[src/hdl/assert_macros.svh]
// Assertion macros shared by the link protocol RTL.
// Every macro samples on i_clk and is switched off while i_rst_n is low.
`ifndef ASSERT_MACROS_SVH
`define ASSERT_MACROS_SVH

// Same-cycle implication.
`define SEBL_ASSERT_IMP(lbl, ante, cons) \
    lbl: assert property (@(posedge i_clk) disable iff (!i_rst_n) (ante) |-> (cons)) \
        else $error("link protocol assertion failed");

// Next-cycle implication.
`define SEBL_ASSERT_NXT(lbl, ante, cons) \
    lbl: assert property (@(posedge i_clk) disable iff (!i_rst_n) (ante) |=> (cons)) \
        else $error("link protocol assertion failed");

`endif

[src/hdl/sebl_pkg.sv]
// Shared types, codes and result helpers for the STX/ETX/BCC link protocol core.
// No dependencies; used by sebl_engine, sebl_obuf and the top level.
package sebl_pkg;

    localparam int BUF_SIZE = 16384;
    localparam int RCNT_W   = 15;
    localparam int IDX_W    = 14;

    // Command codes
    localparam logic [2:0] CMD_START   = 3'd0;
    localparam logic [2:0] CMD_BYTE    = 3'd1;
    localparam logic [2:0] CMD_CONNECT = 3'd2;
    localparam logic [2:0] CMD_DISCONN = 3'd3;
    localparam logic [2:0] CMD_TIMEOUT = 3'd4;

    // Start modes
    localparam logic [1:0] MODE_DIAL   = 2'd0;
    localparam logic [1:0] MODE_ACCEPT = 2'd1;
    localparam logic [1:0] MODE_SEND   = 2'd2;
    localparam logic [1:0] MODE_RECV   = 2'd3;

    // Configuration register indexes
    localparam logic [1:0] CFG_LINE_IS_TCP = 2'd0;
    localparam logic [1:0] CFG_MAX_RETRIES = 2'd1;
    localparam logic [1:0] CFG_TCP_TIMEOUT = 2'd2;

    // Line control characters
    localparam logic [7:0] C_STX = 8'h02;
    localparam logic [7:0] C_ETX = 8'h03;
    localparam logic [7:0] C_EOT = 8'h04;
    localparam logic [7:0] C_ENQ = 8'h05;
    localparam logic [7:0] C_ACK = 8'h06;
    localparam logic [7:0] C_NAK = 8'h15;

    // Timer values in seconds
    localparam logic [7:0] T_CONNECT = 8'd60;
    localparam logic [7:0] T_ENQWAIT = 8'd7;
    localparam logic [7:0] T_NEGOT   = 8'd10;
    localparam logic [7:0] T_RECV    = 8'd30;

    typedef enum logic [3:0] {
        PH_IDLE, PH_DIAL, PH_ENQ, PH_ACCEPT, PH_CONN, PH_SEND, PH_RECV, PH_STX, PH_ETX
    } t_phase;

    typedef struct packed {
        logic             line_is_tcp;
        logic [3:0]       max_retries;
        logic [7:0]       tcp_recv_timeout;
    } t_cfg;

    typedef struct packed {
        logic             tx_valid;
        logic [7:0]       tx_byte;
        logic             resend_frame;
        logic             timer_arm;
        logic [7:0]       timer_seconds;
        logic             store_valid;
        logic [IDX_W-1:0] store_index;
        logic [7:0]       store_byte;
        logic             flush;
        logic             done_res;
        logic             done_ok;
        logic             last;
    } t_result;

    function automatic t_result f_timer(input logic [7:0] secs);
        t_result r;
        r = '0;
        r.timer_arm     = 1'b1;
        r.timer_seconds = secs;
        return r;
    endfunction

    // Completion: timer stopped and the done flag raised.
    function automatic t_result f_finish(input logic ok);
        t_result r;
        r = f_timer(8'd0);
        r.done_res = 1'b1;
        r.done_ok  = ok;
        return r;
    endfunction

    function automatic t_result f_fail_eot();
        t_result r;
        r = f_finish(1'b0);
        r.tx_valid = 1'b1;
        r.tx_byte  = C_EOT;
        return r;
    endfunction

endpackage

[src/hdl/stx_etx_bcc_link_protocol_core.sv]
// Top level of the STX/ETX/BCC link protocol core: ports, configuration, input stage.
// Depends on sebl_pkg, sebl_engine, sebl_obuf and assert_macros.svh.
//
//  Channel   | Handshake                    | Contents
//  ----------+------------------------------+-----------------------------------------
//  input     | i_in_valid / o_in_stall      | i_cmd, i_start_mode, i_rx_byte
//  result    | o_out_valid / i_out_stall    | tx, resend, timer, store, flush, done, last
//  config    | i_cfg_we (no wait)           | i_cfg_index, i_cfg_data
//
// A request is registered at the input stage and evaluated once the result register can take
// it; its results are written into the result register, from which they are presented.
// A new request is taken every cycle while the input stage does not stall; a request that
// yields two results holds the result register until both are taken.
// Reset is synchronous and active low; it returns the engine to idle and the registers to
// line_is_tcp 0, max_retries 5, tcp_recv_timeout 30. A stalled result side backs up into
// the input stage, whose stall then rises combinationally with i_out_stall.
`include "assert_macros.svh"

module stx_etx_bcc_link_protocol_core (
    input  logic        i_clk,
    input  logic        i_rst_n,
    // configuration
    input  logic        i_cfg_we,
    input  logic [1:0]  i_cfg_index,
    input  logic [7:0]  i_cfg_data,
    // input channel
    input  logic        i_in_valid,
    output logic        o_in_stall,
    input  logic [2:0]  i_cmd,
    input  logic [1:0]  i_start_mode,
    input  logic [7:0]  i_rx_byte,
    // result channel
    output logic        o_out_valid,
    input  logic        i_out_stall,
    output logic        o_tx_valid,
    output logic [7:0]  o_tx_byte,
    output logic        o_resend_frame,
    output logic        o_timer_arm,
    output logic [7:0]  o_timer_seconds,
    output logic        o_store_valid,
    output logic [13:0] o_store_index,
    output logic [7:0]  o_store_byte,
    output logic        o_flush,
    output logic        o_done_res,
    output logic        o_done_ok,
    output logic        o_last
);

    sebl_pkg::t_cfg    r_cfg;

    // Input stage
    logic              r_in_valid;
    logic [2:0]        r_cmd;
    logic [1:0]        r_mode;
    logic [7:0]        r_byte;

    logic              w_fire;
    logic              w_accept;
    logic              w_ob_ready;
    logic              w_busy;
    logic [1:0]        w_count;
    sebl_pkg::t_result w_res0, w_res1, w_out;

    // Configuration writes; an index beyond the list is ignored.
    always_ff @(posedge i_clk) begin
        if (!i_rst_n) begin
            r_cfg.line_is_tcp      <= 1'b0;
            r_cfg.max_retries      <= 4'd5;
            r_cfg.tcp_recv_timeout <= 8'd30;
        end else if (i_cfg_we) begin
            unique case (i_cfg_index)
                sebl_pkg::CFG_LINE_IS_TCP: r_cfg.line_is_tcp      <= i_cfg_data[0];
                sebl_pkg::CFG_MAX_RETRIES: r_cfg.max_retries      <= i_cfg_data[3:0];
                sebl_pkg::CFG_TCP_TIMEOUT: r_cfg.tcp_recv_timeout <= i_cfg_data;
                default: begin
                end
            endcase
        end
    end

    // The held request is evaluated once the result register will be free.
    assign w_fire     = r_in_valid & w_ob_ready;
    assign o_in_stall = r_in_valid & ~w_ob_ready;
    assign w_accept   = i_in_valid & ~o_in_stall;

    always_ff @(posedge i_clk) begin
        if (!i_rst_n) begin
            r_in_valid <= 1'b0;
        end else if (w_accept) begin
            r_in_valid <= 1'b1;
        end else if (w_fire) begin
            r_in_valid <= 1'b0;
        end
    end

    always_ff @(posedge i_clk) begin
        if (w_accept) begin
            r_cmd  <= i_cmd;
            r_mode <= i_start_mode;
            r_byte <= i_rx_byte;
        end
    end

    sebl_engine u_engine (
        .i_clk        (i_clk),
        .i_rst_n      (i_rst_n),
        .i_fire       (w_fire),
        .i_cmd        (r_cmd),
        .i_start_mode (r_mode),
        .i_rx_byte    (r_byte),
        .i_cfg        (r_cfg),
        .o_res0       (w_res0),
        .o_res1       (w_res1),
        .o_count      (w_count),
        .o_busy       (w_busy)
    );

    sebl_obuf u_obuf (
        .i_clk   (i_clk),
        .i_rst_n (i_rst_n),
        .i_push  (w_fire),
        .i_count (w_count),
        .i_res0  (w_res0),
        .i_res1  (w_res1),
        .i_stall (i_out_stall),
        .o_valid (o_out_valid),
        .o_res   (w_out),
        .o_ready (w_ob_ready)
    );

    assign o_tx_valid      = w_out.tx_valid;
    assign o_tx_byte       = w_out.tx_byte;
    assign o_resend_frame  = w_out.resend_frame;
    assign o_timer_arm     = w_out.timer_arm;
    assign o_timer_seconds = w_out.timer_seconds;
    assign o_store_valid   = w_out.store_valid;
    assign o_store_index   = w_out.store_index;
    assign o_store_byte    = w_out.store_byte;
    assign o_flush         = w_out.flush;
    assign o_done_res      = w_out.done_res;
    assign o_done_ok       = w_out.done_ok;
    assign o_last          = w_out.last;

    // Every completion stops the timer.
    `SEBL_ASSERT_IMP(a_done_stops_timer, o_out_valid && o_done_res,
        o_timer_arm && (o_timer_seconds == 8'd0))
    // A delivered receive byte never carries a control byte to transmit.
    `SEBL_ASSERT_IMP(a_store_no_tx, o_out_valid && o_store_valid, !o_tx_valid)
    // After the final result of an operation the engine is idle.
    `SEBL_ASSERT_NXT(a_done_goes_idle,
        w_fire && (((w_count == 2'd1) && w_res0.done_res) ||
                   ((w_count == 2'd2) && w_res1.done_res)),
        !w_busy)

endmodule

[src/hdl/sebl_engine.sv]
// Protocol engine: phase and frame state registers plus the single-pass step logic.
// Depends on sebl_pkg for codes, phase type and result helpers.
module sebl_engine (
    input  logic                   i_clk,
    input  logic                   i_rst_n,
    input  logic                   i_fire,
    input  logic [2:0]             i_cmd,
    input  logic [1:0]             i_start_mode,
    input  logic [7:0]             i_rx_byte,
    input  sebl_pkg::t_cfg         i_cfg,
    output sebl_pkg::t_result      o_res0,
    output sebl_pkg::t_result      o_res1,
    output logic [1:0]             o_count,
    output logic                   o_busy
);

    sebl_pkg::t_phase              r_phase, n_phase;
    logic [4:0]                    r_retry, n_retry;
    logic [7:0]                    r_check, n_check;
    logic [sebl_pkg::RCNT_W-1:0]   r_rcnt, n_rcnt;
    logic [15:0]                   r_flen, n_flen;
    logic [7:0]                    r_lenlo, n_lenlo;

    logic                          spent;
    logic [4:0]                    retry_inc;
    logic [7:0]                    rto;
    logic                          buf_room;
    logic                          bad_len;
    logic                          etx_ok;
    logic                          do_rr;
    logic                          do_fail;
    sebl_pkg::t_result             res0, res1;
    logic [1:0]                    cnt;

    assign spent     = i_cfg.line_is_tcp | (r_retry > {1'b0, i_cfg.max_retries});
    assign retry_inc = (r_retry != 5'd31) ? r_retry + 5'd1 : r_retry;
    assign rto       = i_cfg.line_is_tcp ? i_cfg.tcp_recv_timeout : sebl_pkg::T_RECV;
    assign buf_room  = r_rcnt < sebl_pkg::RCNT_W'(sebl_pkg::BUF_SIZE);
    assign bad_len   = (r_rcnt == sebl_pkg::RCNT_W'(2))
                     & ((r_flen == 16'd0) | (r_flen > 16'(sebl_pkg::BUF_SIZE)));
    assign etx_ok    = ({1'b0, r_flen} + 17'd2) <= {2'b00, r_rcnt};

    always_comb begin
        n_phase = r_phase;
        n_retry = r_retry;
        n_check = r_check;
        n_rcnt  = r_rcnt;
        n_flen  = r_flen;
        n_lenlo = r_lenlo;
        res0    = '0;
        res1    = '0;
        cnt     = 2'd0;
        do_rr   = 1'b0;
        do_fail = 1'b0;

        if (i_cmd == sebl_pkg::CMD_START) begin
            n_retry = '0;
            n_check = '0;
            n_rcnt  = '0;
            n_flen  = '0;
            n_lenlo = '0;
            cnt     = 2'd1;
            unique case (i_start_mode)
                sebl_pkg::MODE_DIAL: begin
                    n_phase = sebl_pkg::PH_DIAL;
                    res0    = sebl_pkg::f_timer(sebl_pkg::T_CONNECT);
                end
                sebl_pkg::MODE_ACCEPT: begin
                    n_phase = sebl_pkg::PH_ACCEPT;
                    res0    = sebl_pkg::f_timer(sebl_pkg::T_CONNECT);
                end
                sebl_pkg::MODE_SEND: begin
                    n_phase = sebl_pkg::PH_SEND;
                    res0    = sebl_pkg::f_timer(sebl_pkg::T_NEGOT);
                end
                default: begin
                    n_phase    = sebl_pkg::PH_RECV;
                    res0       = sebl_pkg::f_timer(rto);
                    res0.flush = 1'b1;
                end
            endcase
        end else if (r_phase != sebl_pkg::PH_IDLE) begin
            unique case (i_cmd)
                sebl_pkg::CMD_BYTE: begin
                    unique case (r_phase)
                        sebl_pkg::PH_ENQ, sebl_pkg::PH_SEND: begin
                            if (i_rx_byte == sebl_pkg::C_EOT) begin
                                do_fail = 1'b1;
                            end else if (i_rx_byte == sebl_pkg::C_ACK) begin
                                res0    = sebl_pkg::f_finish(1'b1);
                                cnt     = 2'd1;
                                n_phase = sebl_pkg::PH_IDLE;
                            end else if (i_rx_byte == sebl_pkg::C_NAK) begin
                                if (spent) begin
                                    do_fail = 1'b1;
                                end else begin
                                    res0 = sebl_pkg::f_timer(sebl_pkg::T_NEGOT);
                                    if (r_phase == sebl_pkg::PH_ENQ) begin
                                        res0.tx_valid = 1'b1;
                                        res0.tx_byte  = sebl_pkg::C_ENQ;
                                    end else begin
                                        res0.resend_frame = 1'b1;
                                    end
                                    cnt     = 2'd1;
                                    n_retry = retry_inc;
                                end
                            end
                        end
                        sebl_pkg::PH_CONN: begin
                            if (i_rx_byte == sebl_pkg::C_EOT) begin
                                do_fail = 1'b1;
                            end else if (i_rx_byte == sebl_pkg::C_ENQ) begin
                                res0          = sebl_pkg::f_finish(1'b1);
                                res0.tx_valid = 1'b1;
                                res0.tx_byte  = sebl_pkg::C_ACK;
                                cnt           = 2'd1;
                                n_phase       = sebl_pkg::PH_IDLE;
                            end
                        end
                        sebl_pkg::PH_RECV: begin
                            if (i_rx_byte == sebl_pkg::C_STX) begin
                                res0    = sebl_pkg::f_timer(rto);
                                cnt     = 2'd1;
                                n_phase = sebl_pkg::PH_STX;
                                n_check = '0;
                                n_flen  = '0;
                                n_lenlo = '0;
                            end else if (i_rx_byte == sebl_pkg::C_EOT) begin
                                res0             = sebl_pkg::f_finish(1'b1);
                                res0.store_valid = 1'b1;
                                res0.store_index = r_rcnt[sebl_pkg::IDX_W-1:0];
                                res0.store_byte  = i_rx_byte;
                                cnt              = 2'd1;
                                n_phase          = sebl_pkg::PH_IDLE;
                                if (buf_room) begin
                                    n_rcnt = r_rcnt + sebl_pkg::RCNT_W'(1);
                                end
                            end
                        end
                        sebl_pkg::PH_STX: begin
                            if (bad_len) begin
                                do_rr = 1'b1;
                            end else if (i_rx_byte == sebl_pkg::C_ETX && etx_ok) begin
                                n_check = r_check ^ i_rx_byte;
                                n_phase = sebl_pkg::PH_ETX;
                            end else if (buf_room) begin
                                res0.store_valid = 1'b1;
                                res0.store_index = r_rcnt[sebl_pkg::IDX_W-1:0];
                                res0.store_byte  = i_rx_byte;
                                cnt              = 2'd1;
                                if (r_rcnt == '0) begin
                                    n_lenlo = i_rx_byte;
                                end else if (r_rcnt == sebl_pkg::RCNT_W'(1)) begin
                                    n_flen = {i_rx_byte, r_lenlo};
                                end
                                n_rcnt  = r_rcnt + sebl_pkg::RCNT_W'(1);
                                n_check = r_check ^ i_rx_byte;
                            end else begin
                                do_fail = 1'b1;
                            end
                        end
                        sebl_pkg::PH_ETX: begin
                            if (r_check == i_rx_byte) begin
                                res0    = sebl_pkg::f_finish(r_rcnt != '0);
                                cnt     = 2'd1;
                                n_phase = sebl_pkg::PH_IDLE;
                            end else begin
                                do_rr = 1'b1;
                            end
                        end
                        default: begin
                        end
                    endcase
                end
                sebl_pkg::CMD_CONNECT: begin
                    if (r_phase == sebl_pkg::PH_DIAL || r_phase == sebl_pkg::PH_ACCEPT) begin
                        cnt = 2'd1;
                        if (i_cfg.line_is_tcp) begin
                            res0    = sebl_pkg::f_finish(1'b1);
                            n_phase = sebl_pkg::PH_IDLE;
                        end else if (r_phase == sebl_pkg::PH_DIAL) begin
                            n_retry       = '0;
                            res0          = sebl_pkg::f_timer(sebl_pkg::T_NEGOT);
                            res0.tx_valid = 1'b1;
                            res0.tx_byte  = sebl_pkg::C_ENQ;
                            n_phase       = sebl_pkg::PH_ENQ;
                        end else begin
                            n_retry = '0;
                            res0    = sebl_pkg::f_timer(sebl_pkg::T_ENQWAIT);
                            n_phase = sebl_pkg::PH_CONN;
                        end
                    end
                end
                sebl_pkg::CMD_DISCONN: begin
                    res0    = sebl_pkg::f_finish(1'b0);
                    cnt     = 2'd1;
                    n_phase = sebl_pkg::PH_IDLE;
                end
                sebl_pkg::CMD_TIMEOUT: begin
                    unique case (r_phase)
                        sebl_pkg::PH_DIAL, sebl_pkg::PH_ACCEPT: begin
                            res0    = sebl_pkg::f_finish(1'b0);
                            cnt     = 2'd1;
                            n_phase = sebl_pkg::PH_IDLE;
                        end
                        sebl_pkg::PH_ENQ, sebl_pkg::PH_SEND: begin
                            if (spent) begin
                                do_fail = 1'b1;
                            end else begin
                                res0 = sebl_pkg::f_timer(sebl_pkg::T_NEGOT);
                                if (r_phase == sebl_pkg::PH_ENQ) begin
                                    res0.tx_valid = 1'b1;
                                    res0.tx_byte  = sebl_pkg::C_ENQ;
                                end else begin
                                    res0.resend_frame = 1'b1;
                                end
                                cnt     = 2'd1;
                                n_retry = retry_inc;
                            end
                        end
                        sebl_pkg::PH_CONN: begin
                            // NAK goes out first; an exhausted wait then closes with EOT.
                            res0.tx_valid = 1'b1;
                            res0.tx_byte  = sebl_pkg::C_NAK;
                            cnt           = 2'd1;
                            if (!i_cfg.line_is_tcp && (r_retry < {1'b0, i_cfg.max_retries})) begin
                                res0.timer_arm     = 1'b1;
                                res0.timer_seconds = sebl_pkg::T_ENQWAIT;
                                n_retry            = retry_inc;
                            end else begin
                                do_fail = 1'b1;
                            end
                        end
                        sebl_pkg::PH_RECV, sebl_pkg::PH_STX, sebl_pkg::PH_ETX: begin
                            do_rr = 1'b1;
                        end
                        default: begin
                        end
                    endcase
                end
                default: begin
                end
            endcase
        end

        // Receive retry: NAK and restart the frame, unless the retries are used up.
        if (do_rr) begin
            if (spent) begin
                do_fail = 1'b1;
            end else begin
                res0          = sebl_pkg::f_timer(sebl_pkg::T_NEGOT);
                res0.flush    = 1'b1;
                res0.tx_valid = 1'b1;
                res0.tx_byte  = sebl_pkg::C_NAK;
                cnt           = 2'd1;
                n_phase       = sebl_pkg::PH_RECV;
                n_rcnt        = '0;
                n_retry       = retry_inc;
            end
        end

        if (do_fail) begin
            if (cnt == 2'd0) begin
                res0 = sebl_pkg::f_fail_eot();
            end else begin
                res1 = sebl_pkg::f_fail_eot();
            end
            cnt     = cnt + 2'd1;
            n_phase = sebl_pkg::PH_IDLE;
        end

        if (cnt == 2'd1) begin
            res0.last = 1'b1;
        end
        if (cnt == 2'd2) begin
            res1.last = 1'b1;
        end
    end

    always_ff @(posedge i_clk) begin
        if (!i_rst_n) begin
            r_phase <= sebl_pkg::PH_IDLE;
            r_retry <= '0;
            r_check <= '0;
            r_rcnt  <= '0;
            r_flen  <= '0;
            r_lenlo <= '0;
        end else if (i_fire) begin
            r_phase <= n_phase;
            r_retry <= n_retry;
            r_check <= n_check;
            r_rcnt  <= n_rcnt;
            r_flen  <= n_flen;
            r_lenlo <= n_lenlo;
        end
    end

    assign o_res0  = res0;
    assign o_res1  = res1;
    assign o_count = cnt;
    assign o_busy  = r_phase != sebl_pkg::PH_IDLE;

endmodule

[src/hdl/sebl_obuf.sv]
// Two-entry result register that holds the results of one request until taken.
// Depends on sebl_pkg for the result type.
module sebl_obuf (
    input  logic               i_clk,
    input  logic               i_rst_n,
    input  logic               i_push,
    input  logic [1:0]         i_count,
    input  sebl_pkg::t_result  i_res0,
    input  sebl_pkg::t_result  i_res1,
    input  logic               i_stall,
    output logic               o_valid,
    output sebl_pkg::t_result  o_res,
    output logic               o_ready
);

    logic [1:0]        r_cnt;
    sebl_pkg::t_result r_ent0, r_ent1;
    logic              pop;

    assign pop     = (r_cnt != 2'd0) & ~i_stall;
    // Ready when the buffer is empty after this cycle's pop.
    assign o_ready = (r_cnt == 2'd0) | ((r_cnt == 2'd1) & pop);

    always_ff @(posedge i_clk) begin
        if (!i_rst_n) begin
            r_cnt <= 2'd0;
        end else if (i_push) begin
            r_cnt <= i_count;
        end else if (pop) begin
            r_cnt <= r_cnt - 2'd1;
        end
    end

    always_ff @(posedge i_clk) begin
        if (i_push) begin
            r_ent0 <= i_res0;
            r_ent1 <= i_res1;
        end else if (pop) begin
            r_ent0 <= r_ent1;
        end
    end

    assign o_valid = r_cnt != 2'd0;
    assign o_res   = r_ent0;

endmodule

[config.mk]
export PLATFORM = sky130hd
export DESIGN_NAME = stx_etx_bcc_link_protocol_core
export DESIGN_NICKNAME = d
export VERILOG_FILES = /design/src/hdl/sebl_pkg.sv /design/src/hdl/stx_etx_bcc_link_protocol_core.sv /design/src/hdl/sebl_engine.sv /design/src/hdl/sebl_obuf.sv
export VERILOG_INCLUDE_DIRS = /design/src /design/src/hdl
export SDC_FILE = /design/constraint.sdc
export NUM_CORES = 1
export LEC_CHECK = 0
export ABC_AREA = 0
export BUFFER_PORTS_ARGS = -buffer_cell sky130_fd_sc_hd__buf_2
export CORE_MARGIN = 3
export CORE_UTILIZATION = 50
export DETAILED_ROUTE_END_ITERATION = 7
export GPL_ROUTABILITY_DRIVEN = 0
export PLACE_DENSITY = 0.66
export SLEW_MARGIN = 20
export SYNTH_ARGS = -nofsm -noshare
export SYNTH_HDL_FRONTEND = slang
export SYNTH_SLANG_ARGS = --single-unit
[constraint.sdc]
create_clock -name i_clk -period 4.46 [get_ports i_clk]
set_input_delay 0 -clock i_clk [delete_from_list [all_inputs] [get_ports i_clk]]
set_output_delay 0 -clock i_clk [all_outputs]
set_load 0.05 [all_outputs]
=== Yosys cells after proc, flatten, opt, wreduce, memory -nomap -nowiden ===
Index checks and enable logic that the tools add are counted.
W data, S select, Z words.

* Input port bits: 28
* Word-level logic and storage cells: 308
* Bits in registers: 177
* Output and inout bits: 48

* Reduce and logical (&&, ||, !) cells: 30
* Add/subtract/negate cells: 5
* Order comparisons: 5
* Bitwise operators: 13
* Muxes and demuxes: 180
* Equal/unequal tests: 37

{| class="wikitable"
|+ Operators by type and width
! cell !! number
|-
| $mux W46 || 39
|-
| $pmux W46 S4 || 1
|-
| $mux W15 || 10
|-
| $mux W16 || 9
|-
| $mux W8 || 15
|-
| $pmux W23 S5 || 1
|-
| $pmux W19 S4 || 1
|-
| $mux W36 || 2
|-
| $pmux W35 S2 || 1
|-
| $mux W23 || 3
|-
| $mux W4 || 17
|-
| $mux W5 || 13
|-
| $pmux W27 S2 || 1
|-
| $pmux W16 S2 || 1
|-
| $pmux W4 S4 || 2
|-
| $pmux W8 S2 || 2
|-
| $mux W1 || 30
|-
| $pmux W15 S2 || 1
|-
| $mux W2 || 14
|-
| $pmux W9 S3 || 1
|-
| $eq A8 B3 Y1 const B || 3
|-
| $pmux W4 S5 || 1
|-
| $mux W9 || 2
|-
| $pmux W9 S2 || 1
|-
| 59 further kinds || 99
|}

=== Depth between registers and ports, before layout ===
Gate-level depths: netlist (run 1).

* Depth in word-level cells: 20
* Mapped depth: 19
* Mapped depth without buffers: 17

=== Modules after synthesis ===
From an unflattened synthesis (run 1), not the netlist that was laid out.

* Cells, all modules: 1030
* Area total of the unflattened synthesis: 10187.3 µm²

{| class="wikitable"
|+ Modules (own cells, without submodules)
! module !! area an instance (µm²) !! sequential area each (µm²) !! cells each !! instances
|-
| sebl_engine || 5730.5 || 1121.1 || 792 || 1
|-
| sebl_obuf || 3452.1 || 2802.7 || 162 || 1
|-
| stx_etx_bcc_link_protocol_core || 1004.7 || 670.6 || 76 || 1
|}

=== Worst setup path before layout (run 1) ===
Ideal clock, no wire load.

* Path kind: reg2reg
* Start point: register u_obuf.r_cnt[0]
* End point: register u_obuf.r_ent0 (netlist bit u_obuf.o_res[0]) (enable)
* Setup time: 0.496 ns
* Period minus slack after synthesis: 4.024 ns
* Path buffers: 0
* Path slack: 0.436 ns
* Arrival: 3.528 ns
* Required time: 3.964 ns
* Stages on the path, launching flop included: 4
* Cells stage by stage: dfxtp_1 -> inv_1 -> ha_1 -> o21ai_0

* Cells in the longest elaborated chain, start to end: 6
* Elaborated cells on any way between the ends: 8
* Classes of those cells: eq/ne: 1; bitwise: 4; reduce/logical: 3

{| class="wikitable"
|+ RTL lines
! item !! RTL line !! text
|-
| start, declared || sebl_obuf.sv:16 || <nowiki>logic [1:0] r_cnt;</nowiki>
|-
| start signal, assigned || sebl_obuf.sv:28 || <nowiki>r_cnt <= i_count;</nowiki>
|-
| start signal, assigned || sebl_obuf.sv:30 || <nowiki>r_cnt <= r_cnt - 2'd1;</nowiki>
|-
| $reduce_bool A2 Y1 || sebl_obuf.sv:20 || <nowiki>assign pop = (r_cnt != 2'd0) & ~i_stall;</nowiki>
|-
| $and A1 B1 Y1 || sebl_obuf.sv:20 ||
|-
| $and A1 B1 Y1 || sebl_obuf.sv:22 || <nowiki>assign o_ready = (r_cnt == 2'd0) | ((r_cnt == 2'd1) & pop);</nowiki>
|-
| $or A1 B1 Y1 || sebl_obuf.sv:22 ||
|-
| $and A1 B1 Y1 || stx_etx_bcc_link_protocol_core.sv:82 || <nowiki>assign w_fire = r_in_valid & w_ob_ready;</nowiki>
|-
| $reduce_bool A2 Y1 (no line) * || -- ||
|-
| end signal, assigned || sebl_obuf.sv:36 || <nowiki>r_ent0 <= i_res0;</nowiki>
|-
| end signal, assigned || sebl_obuf.sv:39 || <nowiki>r_ent0 <= r_ent1;</nowiki>
|-
| end, declared || sebl_obuf.sv:17 || <nowiki>sebl_pkg::t_result r_ent0, r_ent1;</nowiki>
|}

Every way passes the cells marked *; elsewhere a longest branch is shown, timed or not.
A chain may end at the register's enable or synchronous reset.

=== Worst setup path in the final report (run 1) ===
* Start point: register u_engine.r_flen[3]
* End point: register u_obuf.r_ent0 (netlist bit u_obuf.o_res[21]), data pin

* Cells in the longest elaborated chain, start to end: 15
* Elaborated cells on any way between the ends: 40
* Classes of those cells: add/sub: 1; order compare: 2; mux: 32; bitwise: 2; reduce/logical: 3

{| class="wikitable"
|+ RTL lines
! item !! RTL line !! text
|-
| start, declared || sebl_engine.sv:21 || <nowiki>logic [15:0] r_flen, n_flen;</nowiki>
|-
| start signal, assigned || sebl_engine.sv:293 || <nowiki>r_flen <= n_flen;</nowiki>
|-
| $add A16 B2 Y17 || sebl_engine.sv:41 || <nowiki>assign etx_ok = ({1'b0, r_flen} + 17'd2) <= {2'b00, r_rcnt};</nowiki>
|-
| $le A17 B15 Y1 || sebl_engine.sv:41 ||
|-
| $logic_and A1 B1 Y1 || sebl_engine.sv:143 || <nowiki>end else if (i_rx_byte == sebl_pkg::C_ETX && etx_ok) begin</nowiki>
|-
| $mux W2 || sebl_engine.sv:143 ||
|-
| $mux W2 || sebl_engine.sv:141 || <nowiki>if (bad_len) begin</nowiki>
|-
| $pmux W2 S5 || sebl_engine.sv:85 || <nowiki>unique case (r_phase)</nowiki>
|-
| $pmux W2 S4 || sebl_engine.sv:83 || <nowiki>unique case (i_cmd)</nowiki>
|-
| $mux W2 || sebl_engine.sv:82 || <nowiki>end else if (r_phase != sebl_pkg::PH_IDLE) begin</nowiki>
|-
| $mux W2 || sebl_engine.sv:56 || <nowiki>if (i_cmd == sebl_pkg::CMD_START) begin</nowiki>
|-
| $mux W2 || sebl_engine.sv:248 || <nowiki>if (spent) begin</nowiki>
|-
| $mux W2 || sebl_engine.sv:247 || <nowiki>if (do_rr) begin</nowiki>
|-
| $logic_not A2 Y1 || sebl_engine.sv:263 || <nowiki>if (cnt == 2'd0) begin</nowiki>
|-
| $mux W46 || sebl_engine.sv:263 ||
|-
| $mux W46 * || sebl_engine.sv:262 || <nowiki>if (do_fail) begin</nowiki>
|-
| $mux W46 * || sebl_obuf.sv:35 || <nowiki>if (i_push) begin</nowiki>
|}

Marked as above.

==> run_summary.xml, run 1 <==
<?xml version="1.0" encoding="UTF-8"?>
<metrics>
  <group name="power_and_ir_drop">
    <metric name="seq_power_share" unit="">0.430</metric>
    <metric name="vdd_ir_drop_max" unit="mV">0.261</metric>
    <metric name="total_leakage_power" unit="nW">3.53</metric>
    <metric name="power.share.clock" unit="">0.432</metric>
    <metric name="power.density_cell_area" unit="nW/um2">335</metric>
    <metric name="switching_power" unit="W">0.000888</metric>
    <metric name="cell_internal_pwr" unit="W">0.00219</metric>
    <metric name="share_comb_of_total_power" unit="">0.138</metric>
    <metric name="switching_share" unit="">0.288</metric>
  </group>
  <group name="cells_and_area">
    <metric name="fin_nets" unit="">1028</metric>
    <metric name="filler_cell_count_in_the_final_layout" unit="">1391</metric>
    <metric name="drive_above_1_share" unit="">0.151</metric>
    <metric name="fin_util" unit="">0.600</metric>
    <metric name="syn_to_final_growth" unit="%">16.8</metric>
    <metric name="layout.cells.non_filler" unit="">1194</metric>
    <metric name="diodes" unit="">0</metric>
    <metric name="finish.instance_area" unit="um2">9190</metric>
  </group>
  <group name="critical_path">
    <metric name="arrival" unit="ns">4.26</metric>
    <metric name="critical_path_class" unit="">reg2reg</metric>
    <metric name="worstPathBufferInverterCount" unit="">0</metric>
    <metric name="worst-r2r-setup-slack" unit="ns">0.37</metric>
    <metric name="critPathLaunchType" unit="">register</metric>
    <metric name="critical-path-top-delay-family" unit="">compound AO/OA/AOI/OAI gates</metric>
    <metric name="setup.worst_path.end_class" unit="">register</metric>
    <metric name="crit_path_max_incr_delay" unit="ns">0.45</metric>
    <metric name="worst-r2r-cell-count" unit="">14</metric>
    <metric name="cpMaxStageDelayCell" unit="">sky130_fd_sc_hd__dfxtp_1</metric>
    <metric name="worst-endpoint-required" unit="ns">4.63</metric>
    <metric name="reg2reg_from" unit="">u_engine.r_flen[3]$_SDFFE_PN0P_</metric>
    <metric name="r2r_end" unit="">u_obuf.o_res[21]$_SDFFCE_PN0P_</metric>
    <metric name="path_cells" unit="">nand3_1 &gt; nor2_1 &gt; and3_1 &gt; nand2_1 &gt; nor3_1 &gt; xor2_1 &gt; ha_1 &gt; nand3_1 &gt; nor3_1 &gt; a2111o_1 &gt; o21a_1 &gt; o311ai_4 &gt; o21ai_1 &gt; and3_1</metric>
    <metric name="worst-path-max-fanout" unit="">15</metric>
  </group>
  <group name="synthesis">
    <metric name="synthesis.area" unit="um2">7870</metric>
    <metric name="netlist-cell-type-count" unit="">80</metric>
    <metric name="synth_edf_count" unit="">56</metric>
    <metric name="synthTopCellsByArea" unit="">sky130_fd_sc_hd__edfxtp_1, sky130_fd_sc_hd__dfxtp_1, sky130_fd_sc_hd__ha_1, sky130_fd_sc_hd__a21oi_1, sky130_fd_sc_hd__nand2_1</metric>
    <metric name="synth_area_leader_cell" unit="">sky130_fd_sc_hd__edfxtp_1</metric>
    <metric name="synth-seq-area-share" unit="">0.397</metric>
    <metric name="asyncSetResetFlopFracSynth" unit="">0</metric>
    <metric name="synthesis.yosys.warnings" unit="">0</metric>
    <metric name="syn-mean-instance-area" unit="um2">8.79</metric>
    <metric name="post-synth-top-area-fraction" unit="">0.214</metric>
    <metric name="dominantRegCellSynth" unit="">sky130_fd_sc_hd__dfxtp_1</metric>
    <metric name="ys_seq_elements" unit="">128</metric>
    <metric name="synthCells" unit="">895</metric>
  </group>
  <group name="timing">
    <metric name="timing_max_transition_violations_final" unit="">0</metric>
    <metric name="setup_violations" unit="">0</metric>
    <metric name="final.setup.tns" unit="ns">0</metric>
    <metric name="timing.final.ws_setup" unit="ns">0.369</metric>
    <metric name="max-slew-margin-rel" unit="">0.401</metric>
    <metric name="worst_pin_slew" unit="ns">0.893</metric>
    <metric name="worst_clock_skew" unit="ns">0.0123</metric>
    <metric name="max_clock_freq" unit="GHz">0.244</metric>
    <metric name="finalHoldViolCount" unit="">0</metric>
    <metric name="period_minus_slack" unit="ns">4.09</metric>
    <metric name="fin_crit_sh" unit="">0.917</metric>
    <metric name="grt_setup_unrepaired" unit="">no</metric>
  </group>
  <group name="place">
    <metric name="hpwl" unit="um">15700</metric>
    <metric name="dpl_cell_area" unit="um2">8390</metric>
    <metric name="dp.cells" unit="">1138</metric>
    <metric name="numPortBuffers" unit="">71</metric>
    <metric name="place_worst_setup_slack" unit="ns">0.398</metric>
  </group>
  <group name="detailed_routing">
    <metric name="dr_wl_met3" unit="um">1780</metric>
    <metric name="topRoutingLayerUsed" unit="">met4</metric>
    <metric name="finalWirelength" unit="um">22000</metric>
    <metric name="route.layer.met1.wl" unit="um">9910</metric>
    <metric name="ant_nets" unit="">0</metric>
    <metric name="drt_drc_violations_left" unit="">0</metric>
    <metric name="via_per_inst" unit="">6.10</metric>
    <metric name="route.met2.wl" unit="um">9880</metric>
    <metric name="routed_wire_length_per_instance" unit="um">18.4</metric>
    <metric name="via_count" unit="">7282</metric>
    <metric name="drt-initial-drc-count" unit="">909</metric>
    <metric name="detail_route.first_pass.iterations" unit="">6</metric>
  </group>
  <group name="flow_run">
    <metric name="max_cap_viol_count" unit="">0</metric>
  </group>
  <group name="die">
    <metric name="row_count" unit="">45</metric>
    <metric name="io_pins" unit="">76</metric>
    <metric name="dieWidth" unit="um">131</metric>
    <metric name="core-area" unit="um2">15300</metric>
    <metric name="initial_utilization" unit="">0.514</metric>
    <metric name="design.die.area" unit="um2">17300</metric>
    <metric name="die_h" unit="um">131</metric>
  </group>
  <group name="grt">
    <metric name="grt_usage" unit="">0.250</metric>
    <metric name="grt_pass1_wl" unit="um">35000</metric>
    <metric name="grt_overflow_total" unit="">0</metric>
    <metric name="pin_count_of_the_biggest_net_entering_global_routing" unit="">44</metric>
    <metric name="grt_antenna_before_repair" unit="">0</metric>
    <metric name="grt_pass1_vias" unit="">6706</metric>
  </group>
  <group name="cts">
    <metric name="cts_post_setup_buffers_inserted" unit="">0</metric>
    <metric name="cts_tree" unit="">built</metric>
    <metric name="htree_levels" unit="">4</metric>
    <metric name="clock_latency" unit="ns">0.43</metric>
    <metric name="cts.reportedPaths.clkPinSlew" unit="ns">0.06</metric>
    <metric name="max-clock-path-buffers" unit="">2</metric>
    <metric name="clock_sink_count" unit="">128</metric>
    <metric name="cts-root-buf" unit="">sky130_fd_sc_hd__clkbuf_16</metric>
    <metric name="cts_inserted_buffers" unit="">17</metric>
  </group>
  <group name="worst_hold_path">
    <metric name="hold_path_class" unit="">in2reg</metric>
    <metric name="hold-path-endpoint" unit="">r_cfg[8]$_SDFFE_PN1P_</metric>
    <metric name="hp-start" unit="">i_rst_n</metric>
    <metric name="timing.hold.worst_path_depth" unit="">3</metric>
  </group>
  <group name="status">
    <metric name="outcome" unit="">finished clean</metric>
  </group>
</metrics>
-- worst max-delay path by stage --
stage | startpoint | end | slack, ns | depth (start not counted)
final | u_engine.r_flen[3]$_SDFFE_PN0P_ | u_obuf.o_res[21]$_SDFFCE_PN0P_ | 0.37 | 14
after global routing | u_engine.r_flen[3]$_SDFFE_PN0P_ | u_engine.r_lenlo[0]$_SDFFE_PN0P_ | 0.06 | 15
after CTS | u_engine.r_flen[3]$_SDFFE_PN0P_ | u_obuf.o_res[25]$_SDFFCE_PN0P_ | 0.38 | 14
after detailed placement | u_engine.r_flen[3]$_SDFFE_PN0P_ | u_obuf.o_res[25]$_SDFFCE_PN0P_ | 0.40 | 14
after global placement | u_engine.r_flen[3]$_SDFFE_PN0P_ | u_obuf.o_res[20]$_SDFFCE_PN0P_ | 0.51 | 14
after floorplan | u_obuf.r_cnt[0]$_SDFFE_PN0P_ | u_obuf.o_res[0]$_DFFE_PP_ | 0.44 | 3
-- cells by family (layout without fill, tap and decap cells) --
family | Yosys count | count (layout) | share of synthesized area
flip-flops | 128 | 128 | 0.397
adder cells (fa/ha/maj) | 30 | 30 | 0.0477
other | 1 | 4 | 0.000477
buffers and inverters | 97 | 182 | 0.0517
AND/OR/NAND/NOR | 352 | 352 | 0.242
XOR/XNOR | 26 | 26 | 0.0289
AO/OA/AOI/OAI | 238 | 238 | 0.203
multiplexers | 23 | 23 | 0.0296
-- cell usage after synthesis, types with 3 or more instances --
library cell and count:
sky130_fd_sc_hd__a211oi_1 5, sky130_fd_sc_hd__a21o_1 4, sky130_fd_sc_hd__a21oi_1 69, sky130_fd_sc_hd__a21oi_2 3, sky130_fd_sc_hd__a221oi_1 5, sky130_fd_sc_hd__a22o_1 16, sky130_fd_sc_hd__a22oi_1 4, sky130_fd_sc_hd__a31oi_1 11
sky130_fd_sc_hd__a32o_1 3, sky130_fd_sc_hd__a32oi_1 3, sky130_fd_sc_hd__and2_1 17, sky130_fd_sc_hd__and3_1 24, sky130_fd_sc_hd__and4_1 3, sky130_fd_sc_hd__buf_2 10, sky130_fd_sc_hd__buf_4 6, sky130_fd_sc_hd__clkbuf_1 45
sky130_fd_sc_hd__dfxtp_1 72, sky130_fd_sc_hd__edfxtp_1 56, sky130_fd_sc_hd__ha_1 30, sky130_fd_sc_hd__inv_1 35, sky130_fd_sc_hd__mux2i_1 21, sky130_fd_sc_hd__nand2_1 81, sky130_fd_sc_hd__nand2b_1 13, sky130_fd_sc_hd__nand3_1 42
sky130_fd_sc_hd__nand3b_1 4, sky130_fd_sc_hd__nand4_1 21, sky130_fd_sc_hd__nor2_1 54, sky130_fd_sc_hd__nor2b_1 5, sky130_fd_sc_hd__nor3_1 29, sky130_fd_sc_hd__nor3b_1 12, sky130_fd_sc_hd__nor4_1 15, sky130_fd_sc_hd__o211ai_1 5
sky130_fd_sc_hd__o21a_1 15, sky130_fd_sc_hd__o21ai_0 50, sky130_fd_sc_hd__o21ai_1 7, sky130_fd_sc_hd__o31ai_1 6, sky130_fd_sc_hd__o32ai_1 5, sky130_fd_sc_hd__or3_1 7, sky130_fd_sc_hd__or4_1 4, sky130_fd_sc_hd__xnor2_1 20
sky130_fd_sc_hd__xor2_1 6
-- layout make-up --
type / count / area (um2) / share of cell area
clock buffers: 18 / 439 / 0.0478
clock inverters: 14 / 126 / 0.0137
inverters: 35 / 131 / 0.0143
multi-input cells: 673 / 4360 / 0.475
flip-flops and latches: 128 / 3120 / 0.340
well taps: 211 / 264 / 0.0287
repair buffers: 115 / 746 / 0.0811
-- placed cells by master, fill, tap and decap left out, drive strengths merged, types with 4 or more instances in the layout --
cell type    instances
nand3b               4
xor2                 6
nand3               42
nand2               81
edfxtp              56
buf                 91
a31oi               11
conb                 4
nor2b                5
nand4               21
a21oi               72
or3                  8
o21ai               58
nand2b              14
dfxtp               72
inv                 44
a22oi                4
a21o                 4
nor3b               14
and2                17
o32ai                5
mux2i               21
or4                  4
ha                  30
o21a                16
nor4                18
nor2                55
a221oi               5
o31ai                8
and3                24
clkinv               4
nor3                29
xnor2               20
a211oi               5
o211ai               5
a22o                16
dlygate4sd3         24
clkbuf              18
-- per-layer routing --
metal | global-route usage | vias up
met5 | 0 | -
met1 | 0.351 | 3418
met2 | 0.387 | 339
met3 | 0.0490 | 40
li1 | - | 3485
met4 | 0.0887 | 0
-- power groups by stage --
stage / sequential, W / clock [W] / combinational, W
floorplan: 0.00145 / 0 / 0.000195
global placement: 0.00135 / 0 / 0.000405
detailed placement: 0.00135 / 0 / 0.000405
CTS: 0.00132 / 0.00136 / 0.000422
global route: 0.00133 / 0.00141 / 0.000451
finish: 0.00132 / 0.00133 / 0.000426
-- stage by stage --
| stage | total power, W | hold slack [ns] |
|---|---|---|
| 2_1_floorplan | 0.00165 | 0.0989 |
| 3_3_place_gp | 0.00175 | 0.177 |
| 3_5_place_dp | 0.00175 | 0.178 |
| 4_1_cts | 0.00310 | 0.0567 |
| 5_1_grt | 0.00319 | 0.0862 |
| 6_report | 0.00308 | 0.0700 |
-- state kept, by name, indices dropped and copies added, names as in the netlist --
register	flops
u_obuf.r_cnt	2
u_obuf.r_ent1	2
r_in_valid	1
u_engine.r_check	8
u_engine.r_retry	5
u_obuf.o_res	41
u_engine.r_flen	16
r_mode	2
u_engine.r_lenlo	8
u_engine.r_rcnt	15
r_cmd	3
u_engine.r_phase	4
r_cfg	13
r_byte	8
-- tightest hold or removal path, delay by kind of cell --
family	cells	cell delay (ns)
AND/OR/NAND/NOR	1	0.10
buffers and inverters	2	0.36
-- timing repair --
item	in CTS	in global routing
resized for setup	0	0
endpoints found under the hold margin	27	0
hold buffers	24	0
Note: power is estimated with default switching activity, not from simulation.
==> run 2, diff against run 1 <==
- ABC_AREA: 0 -> 1
- CELL_PAD_IN_SITES_DETAIL_PLACEMENT: unset -> 1
- CELL_PAD_IN_SITES_GLOBAL_PLACEMENT: unset -> 2
- CORE_UTILIZATION: 50 -> 35
- PLACE_DENSITY: 0.66 -> 0.78
==> run_summary.xml, run 2 <==
<?xml version="1.0" encoding="UTF-8"?>
<metrics>
  <group name="status">
    <metric name="outcome" unit="">finished clean</metric>
  </group>
  <group name="cts">
    <metric name="clock_sink_count" unit="">128</metric>
    <metric name="cts-root-buf" unit="">sky130_fd_sc_hd__clkbuf_16</metric>
    <metric name="cts_post_setup_buffers_inserted" unit="">0</metric>
    <metric name="max-clock-path-buffers" unit="">2</metric>
    <metric name="cts_tree" unit="">built</metric>
    <metric name="clock_latency" unit="ns">0.43</metric>
    <metric name="htree_levels" unit="">4</metric>
    <metric name="cts.reportedPaths.clkPinSlew" unit="ns">0.07</metric>
    <metric name="cts.repair.resized" unit="">0</metric>
    <metric name="cts_inserted_buffers" unit="">17</metric>
    <metric name="holdBufCountCts" unit="">29</metric>
  </group>
  <group name="synthesis">
    <metric name="post-synth-top-area-fraction" unit="">0.202</metric>
    <metric name="synthesis.yosys.warnings" unit="">0</metric>
    <metric name="synthTopCellsByArea" unit="">sky130_fd_sc_hd__edfxtp_1, sky130_fd_sc_hd__dfxtp_1, sky130_fd_sc_hd__nand2_1, sky130_fd_sc_hd__a21oi_1, sky130_fd_sc_hd__nor2_1</metric>
    <metric name="netlist-cell-type-count" unit="">56</metric>
    <metric name="synth.cells.most_frequent" unit="">sky130_fd_sc_hd__nand2_1, sky130_fd_sc_hd__nor2_1, sky130_fd_sc_hd__inv_1</metric>
    <metric name="synth-seq-area-share" unit="">0.375</metric>
    <metric name="dominantRegCellSynth" unit="">sky130_fd_sc_hd__dfxtp_1</metric>
    <metric name="syn-mean-instance-area" unit="um2">7.38</metric>
    <metric name="synth_area_leader_cell" unit="">sky130_fd_sc_hd__edfxtp_1</metric>
    <metric name="synthCells" unit="">1129</metric>
    <metric name="ys_seq_elements" unit="">128</metric>
    <metric name="asyncSetResetFlopFracSynth" unit="">0</metric>
    <metric name="synth_edf_count" unit="">56</metric>
    <metric name="synthesis.area" unit="um2">8330</metric>
    <metric name="synth_most_common_cell" unit="">sky130_fd_sc_hd__nand2_1</metric>
  </group>
  <group name="critical_path">
    <metric name="crit_top_cell" unit="">sky130_fd_sc_hd__nand2_1</metric>
    <metric name="worstSetupPathDepth" unit="">20</metric>
    <metric name="setup.worst_path.end_class" unit="">register</metric>
    <metric name="critPathLaunchType" unit="">register</metric>
    <metric name="worst-r2r-cell-count" unit="">20</metric>
    <metric name="worst-endpoint-required" unit="ns">4.77</metric>
    <metric name="critical_path_class" unit="">reg2reg</metric>
    <metric name="arrival" unit="ns">4.20</metric>
    <metric name="worstPathBufferInverterCount" unit="">0</metric>
    <metric name="crit_path_max_incr_delay" unit="ns">0.47</metric>
    <metric name="critical-path-top-delay-family" unit="">simple AND/OR/NAND/NOR gates</metric>
    <metric name="cpMaxStageDelayCell" unit="">sky130_fd_sc_hd__nand3_2</metric>
    <metric name="worst-path-max-fanout" unit="">32</metric>
    <metric name="path_cells" unit="">ha_1 &gt; nand2_1 &gt; nor2_1 &gt; nand2_1 &gt; nor3_1 &gt; a21oi_1 &gt; ha_1 &gt; nand2_1 &gt; nor2_1 &gt; nand2_1 &gt; nand2_1 &gt; nand2_1 &gt; nand2_1 &gt; nand2_1 &gt; nand2_2 &gt; nand2_2 &gt; o21ai_2 &gt; nand3_2 &gt; a21oi_1 &gt; nor3b_2</metric>
  </group>
  <group name="worst_hold_path">
    <metric name="hold_path_class" unit="">in2reg</metric>
    <metric name="timing.hold.worst_path_depth" unit="">4</metric>
  </group>
  <group name="detailed_routing">
    <metric name="detail_route.first_pass.iterations" unit="">4</metric>
    <metric name="via_per_inst" unit="">5.14</metric>
    <metric name="ant_nets" unit="">0</metric>
    <metric name="routed_wire_length_per_instance" unit="um">18.3</metric>
    <metric name="via_count" unit="">7931</metric>
    <metric name="drt-initial-drc-count" unit="">312</metric>
    <metric name="drt_drc_violations_left" unit="">0</metric>
    <metric name="finalWirelength" unit="um">28200</metric>
  </group>
  <group name="die">
    <metric name="die_h" unit="um">160</metric>
    <metric name="row_count" unit="">55</metric>
    <metric name="initial_utilization" unit="">0.362</metric>
    <metric name="io_pins" unit="">76</metric>
    <metric name="design.die.area" unit="um2">25700</metric>
    <metric name="core-area" unit="um2">23000</metric>
    <metric name="dieWidth" unit="um">160</metric>
  </group>
  <group name="cells_and_area">
    <metric name="filler_cell_count_in_the_final_layout" unit="">2901</metric>
    <metric name="layout_common_cells" unit="">sky130_fd_sc_hd__nand2_1, sky130_fd_sc_hd__nor2_1, sky130_fd_sc_hd__inv_1, sky130_fd_sc_hd__a21oi_1, sky130_fd_sc_hd__o21ai_0</metric>
    <metric name="diodes" unit="">0</metric>
    <metric name="syn_to_final_growth" unit="%">18.5</metric>
    <metric name="layout.cells.most_common" unit="">sky130_fd_sc_hd__nand2_1</metric>
    <metric name="fin_nets" unit="">1276</metric>
    <metric name="largest_reg_flops" unit="">41</metric>
    <metric name="drive_above_1_share" unit="">0.160</metric>
  </group>
  <group name="power_and_ir_drop">
    <metric name="total_leakage_power" unit="nW">4.16</metric>
    <metric name="share_comb_of_total_power" unit="">0.176</metric>
    <metric name="power.density_cell_area" unit="nW/um2">356</metric>
    <metric name="seq_power_share" unit="">0.391</metric>
    <metric name="cell_internal_pwr" unit="W">0.00236</metric>
    <metric name="power.share.clock" unit="">0.434</metric>
    <metric name="switching_power" unit="W">0.00115</metric>
    <metric name="switching_share" unit="">0.329</metric>
    <metric name="p_total" unit="W">0.00351</metric>
    <metric name="vdd_ir_drop_max" unit="mV">0.200</metric>
  </group>
  <group name="timing">
    <metric name="final.setup.tns" unit="ns">0</metric>
    <metric name="max-slew-margin-rel" unit="">0.344</metric>
    <metric name="timing_max_transition_violations_final" unit="">0</metric>
    <metric name="worst_pin_slew" unit="ns">0.983</metric>
    <metric name="worst_clock_skew" unit="ns">0.0114</metric>
    <metric name="max_clock_freq" unit="GHz">0.257</metric>
    <metric name="grt_setup_unrepaired" unit="">no</metric>
    <metric name="period_minus_slack" unit="ns">3.90</metric>
    <metric name="fin_crit_sh" unit="">0.874</metric>
    <metric name="finalHoldViolCount" unit="">0</metric>
    <metric name="setup_violations" unit="">0</metric>
  </group>
  <group name="grt">
    <metric name="grt_antenna_before_repair" unit="">0</metric>
    <metric name="pin_count_of_the_biggest_net_entering_global_routing" unit="">42</metric>
    <metric name="grt_usage" unit="">0.221</metric>
    <metric name="grt_pass1_wl" unit="um">44800</metric>
    <metric name="grt_overflow_total" unit="">0</metric>
    <metric name="grt_pass1_vias" unit="">8088</metric>
  </group>
  <group name="place">
    <metric name="numPortBuffers" unit="">71</metric>
    <metric name="hpwl" unit="um">20600</metric>
  </group>
  <group name="flow_run">
    <metric name="max_cap_viol_count" unit="">0</metric>
  </group>
</metrics>
## run 2: final cells by class
class,count,area [um2],area share
well taps,313,392,0.0397
clock buffers,18,450,0.0456
multi-input cells,823,4480,0.454
inverters,137,514,0.0521
repair buffers,111,728,0.0738
clock inverters,14,178,0.0180
flip-flops and latches,128,3120,0.316
## run 2: final timing paths
check,from,slack [ns],endpoint
max,u_engine.r_flen[2]$_SDFFE_PN0P_,0.56,u_engine.r_flen[5]$_SDFFE_PN0P_
min,i_out_stall,0.1,u_obuf.r_cnt[0]$_SDFFE_PN0P_
max reg2reg,u_engine.r_flen[2]$_SDFFE_PN0P_,0.56,u_engine.r_flen[5]$_SDFFE_PN0P_
min reg2reg,r_cfg[1]$_SDFFE_PN1P_,0.46,r_cfg[1]$_SDFFE_PN1P_
## run 2: cell families (layout without fill, tap and decap cells)
family / Yosys count / in the layout / share of synthesized area
buf+inv: 181 / 280 / 0.0882
simple gates: 522 / 522 / 0.301
flops: 128 / 128 / 0.375
compound gates: 239 / 239 / 0.161
xor+xnor: 28 / 28 / 0.0294
fa+ha+maj: 30 / 30 / 0.0451
other cells: 1 / 4 / 0.000450
## run 2: routing by layer
layer,track usage,wire length [um],up-vias
li1,-,-,3963
met1,0.299,13400,3787
met2,0.364,13200,150
met3,0.0374,1220,31
met4,0.0639,466,0
met5,0,0,-
## run 2: power by group through the flow
stage	clock (W)	combinational, W	sequential, W
after floorplan	0	0.000270	0.00157
after global placement	0	0.000596	0.00139
after detailed placement	0	0.000603	0.00140
after CTS	0.00156	0.000623	0.00137
after global routing	0.00161	0.000673	0.00138
final	0.00152	0.000616	0.00137
## run 2: worst reg2reg max path: cells and delay by family, from the launching register on
kind	cells	cell delay (ns)
DFF	1	0.39
AOI/OAI and AO/OA	3	0.70
adders and majority gates	2	0.52
and+or+nand+nor	15	2.18
## run 2: stage by stage
step / util / hold WS (ns) / area, um2 / instances / worst slack (ns)
global route: 0.429 / 0.126 / 9870 / 1544 / 0.0465
CTS: 0.429 / 0.0922 / 9870 / 1544 / 0.515
global placement: 0.389 / 0.177 / 8950 / 1483 / 0.747
detailed placement: 0.389 / 0.179 / 8950 / 1483 / 0.551
finish: 0.429 / 0.0988 / 9870 / 1544 / 0.562
floorplan: - / 0.0989 / 8340 / 1132 / 1.42
==> run 3, diff against run 2 <==
- CORE_UTILIZATION: 35 -> 36
- CTS_BUF_LIST: unset -> sky130_fd_sc_hd__clkbuf_8
- PLACE_DENSITY: 0.78 -> 0.8
==> run_summary.xml, run 3 (synthesized netlist as in run 2, its figures left out) <==
<?xml version="1.0" encoding="UTF-8"?>
<metrics>
  <group name="place">
    <metric name="hpwl" unit="um">20300</metric>
    <metric name="place_worst_setup_slack" unit="ns">0.470</metric>
    <metric name="numPortBuffers" unit="">71</metric>
  </group>
  <group name="die">
    <metric name="initial_utilization" unit="">0.367</metric>
    <metric name="core-area" unit="um2">22700</metric>
    <metric name="dieWidth" unit="um">158</metric>
    <metric name="design.die.area" unit="um2">25000</metric>
    <metric name="die_h" unit="um">158</metric>
    <metric name="row_count" unit="">55</metric>
    <metric name="io_pins" unit="">76</metric>
  </group>
  <group name="grt">
    <metric name="grt_pass1_wl" unit="um">44700</metric>
    <metric name="grt_pass1_vias" unit="">8088</metric>
    <metric name="grt_usage" unit="">0.228</metric>
    <metric name="grt_antenna_before_repair" unit="">0</metric>
    <metric name="grt_overflow_total" unit="">0</metric>
    <metric name="pin_count_of_the_biggest_net_entering_global_routing" unit="">42</metric>
  </group>
  <group name="timing">
    <metric name="fin_crit_sh" unit="">0.840</metric>
    <metric name="setup_violations" unit="">0</metric>
    <metric name="max-slew-margin-rel" unit="">0.338</metric>
    <metric name="hold_ws" unit="ns">0.111</metric>
    <metric name="final.setup.tns" unit="ns">0</metric>
    <metric name="timing_max_transition_violations_final" unit="">0</metric>
    <metric name="timing.final.ws_setup" unit="ns">0.714</metric>
    <metric name="finalHoldViolCount" unit="">0</metric>
    <metric name="worst_pin_slew" unit="ns">0.991</metric>
    <metric name="period_minus_slack" unit="ns">3.75</metric>
    <metric name="grt_setup_unrepaired" unit="">no</metric>
    <metric name="max_clock_freq" unit="GHz">0.267</metric>
    <metric name="worst_clock_skew" unit="ns">0.0181</metric>
  </group>
  <group name="power_and_ir_drop">
    <metric name="power.density_cell_area" unit="nW/um2">318</metric>
    <metric name="p_total" unit="W">0.00307</metric>
    <metric name="total_leakage_power" unit="nW">4.07</metric>
    <metric name="vdd_ir_drop_max" unit="mV">0.174</metric>
  </group>
  <group name="detailed_routing">
    <metric name="via_count" unit="">7971</metric>
    <metric name="finalWirelength" unit="um">28000</metric>
    <metric name="drt_drc_violations_left" unit="">0</metric>
    <metric name="ant_nets" unit="">0</metric>
    <metric name="via_per_inst" unit="">5.25</metric>
    <metric name="detail_route.first_pass.iterations" unit="">5</metric>
    <metric name="drt-initial-drc-count" unit="">399</metric>
    <metric name="routed_wire_length_per_instance" unit="um">18.5</metric>
  </group>
  <group name="cells_and_area">
    <metric name="diodes" unit="">0</metric>
    <metric name="syn_to_final_growth" unit="%">15.7</metric>
    <metric name="drive_above_1_share" unit="">0.161</metric>
    <metric name="layout.cells.most_common" unit="">sky130_fd_sc_hd__nand2_1</metric>
    <metric name="largest_reg_flops" unit="">41</metric>
    <metric name="layout_common_cells" unit="">sky130_fd_sc_hd__nand2_1, sky130_fd_sc_hd__nor2_1, sky130_fd_sc_hd__inv_1, sky130_fd_sc_hd__a21oi_1, sky130_fd_sc_hd__o21ai_0</metric>
    <metric name="fin_nets" unit="">1279</metric>
  </group>
  <group name="critical_path">
    <metric name="critPathLaunch" unit="">u_engine.r_flen[2]$_SDFFE_PN0P_</metric>
    <metric name="critPathLaunchType" unit="">register</metric>
    <metric name="reg2reg_from" unit="">u_engine.r_flen[2]$_SDFFE_PN0P_</metric>
    <metric name="critical_path_class" unit="">reg2reg</metric>
    <metric name="arrival" unit="ns">4.10</metric>
    <metric name="worst-r2r-cell-count" unit="">22</metric>
    <metric name="worst-r2r-setup-slack" unit="ns">0.71</metric>
    <metric name="worst-path-max-fanout" unit="">17</metric>
    <metric name="setup.worst_path.end_class" unit="">register</metric>
    <metric name="worst-endpoint-required" unit="ns">4.81</metric>
    <metric name="r2r_end" unit="">u_engine.r_lenlo[6]$_SDFFE_PN0P_</metric>
  </group>
  <group name="cts">
    <metric name="cts-root-buf" unit="">sky130_fd_sc_hd__clkbuf_8</metric>
    <metric name="max-clock-path-buffers" unit="">2</metric>
    <metric name="cts_inserted_buffers" unit="">17</metric>
    <metric name="cts_tree" unit="">built</metric>
    <metric name="clock_sink_count" unit="">128</metric>
    <metric name="clock_latency" unit="ns">0.46</metric>
    <metric name="htree_levels" unit="">4</metric>
    <metric name="cts.reportedPaths.clkPinSlew" unit="ns">0.09</metric>
  </group>
  <group name="worst_hold_path">
    <metric name="hp-start" unit="">i_out_stall</metric>
    <metric name="timing.hold.worst_path_depth" unit="">4</metric>
    <metric name="hold-path-endpoint" unit="">u_obuf.r_cnt[0]$_SDFFE_PN0P_</metric>
    <metric name="hold_path_class" unit="">in2reg</metric>
  </group>
  <group name="flow_run">
    <metric name="max_cap_viol_count" unit="">0</metric>
  </group>
  <group name="status">
    <metric name="outcome" unit="">finished clean</metric>
  </group>
</metrics>
run 3: worst max-delay path, cell delays in order (launching register included):
cell	delay (ns)
sky130_fd_sc_hd__dfxtp_1	0.39
sky130_fd_sc_hd__ha_1	0.20
sky130_fd_sc_hd__nand2_1	0.11
sky130_fd_sc_hd__nor2_1	0.18
sky130_fd_sc_hd__nand2_1	0.14
sky130_fd_sc_hd__nor3_1	0.32
sky130_fd_sc_hd__a21oi_1	0.11
sky130_fd_sc_hd__ha_1	0.30
sky130_fd_sc_hd__nand2_1	0.07
sky130_fd_sc_hd__nor2_1	0.17
sky130_fd_sc_hd__nand2_1	0.07
sky130_fd_sc_hd__nand2_1	0.05
sky130_fd_sc_hd__nand2_1	0.04
sky130_fd_sc_hd__nand2_1	0.05
sky130_fd_sc_hd__nand2_1	0.11
sky130_fd_sc_hd__nand2_2	0.13
sky130_fd_sc_hd__nand2_2	0.23
sky130_fd_sc_hd__o21ai_2	0.27
sky130_fd_sc_hd__nand2_1	0.13
sky130_fd_sc_hd__nor2_4	0.25
sky130_fd_sc_hd__inv_2	0.13
sky130_fd_sc_hd__nor2_1	0.12
sky130_fd_sc_hd__nor2_1	0.05
run 3: power by group:
| group | switching, W | internal, W |
|---|---|---|
| clock network | 0.000605 | 0.000473 |
| logic | 0.000473 | 0.000143 |
| registers | 0.0000465 | 0.00132 |
run 3: worst max-delay path by stage:
stage,to,cells after the start
2_1_floorplan,u_obuf.o_res[19]$_SDFFCE_PN0P_,23
3_3_place_gp,u_engine.r_flen[4]$_SDFFE_PN0P_,20
3_5_place_dp,u_engine.r_flen[9]$_SDFFE_PN0P_,20
4_1_cts,u_engine.r_flen[9]$_SDFFE_PN0P_,20
5_1_grt,u_engine.r_flen[9]$_SDFFE_PN0P_,20
6_report,u_engine.r_lenlo[6]$_SDFFE_PN0P_,22
run 3: layer usage:
metal	vias up	routed length, um	part of all wire	global-route usage
li1	3968	-	-	-
met1	3830	13500	0.48	0.313
met2	154	13300	0.48	0.384
met3	19	924	0.033	0.0344
met4	0	265	0.0095	0.0471
met5	-	0	0	0
run 3: cell type report:
class / instances / area, um2
inverter: 137 / 514
sequential: 128 / 3120
multi-input combinational: 823 / 4490
tap: 285 / 357
clock buffer: 17 / 234
clock inverter: 15 / 163
timing repair buffer: 114 / 753
fill: 2855 / 13100
run 3: through the flow:
step / util / cell area (um2) / instances
after detailed placement: 0.393 / 8930 / 1457
after CTS: 0.424 / 9630 / 1519
after global routing: 0.424 / 9630 / 1519
after floorplan: - / 8340 / 1132
after global placement: 0.393 / 8930 / 1457
final: 0.424 / 9630 / 1519
run 3: what timing repair did:
action | in CTS | in global routing
hold buffers | 30 | 0
setup endpoints to repair | 0 | 1
resized for setup | 0 | 1
buffers inserted | 0 | 0
endpoints found under the hold margin | 27 | 0
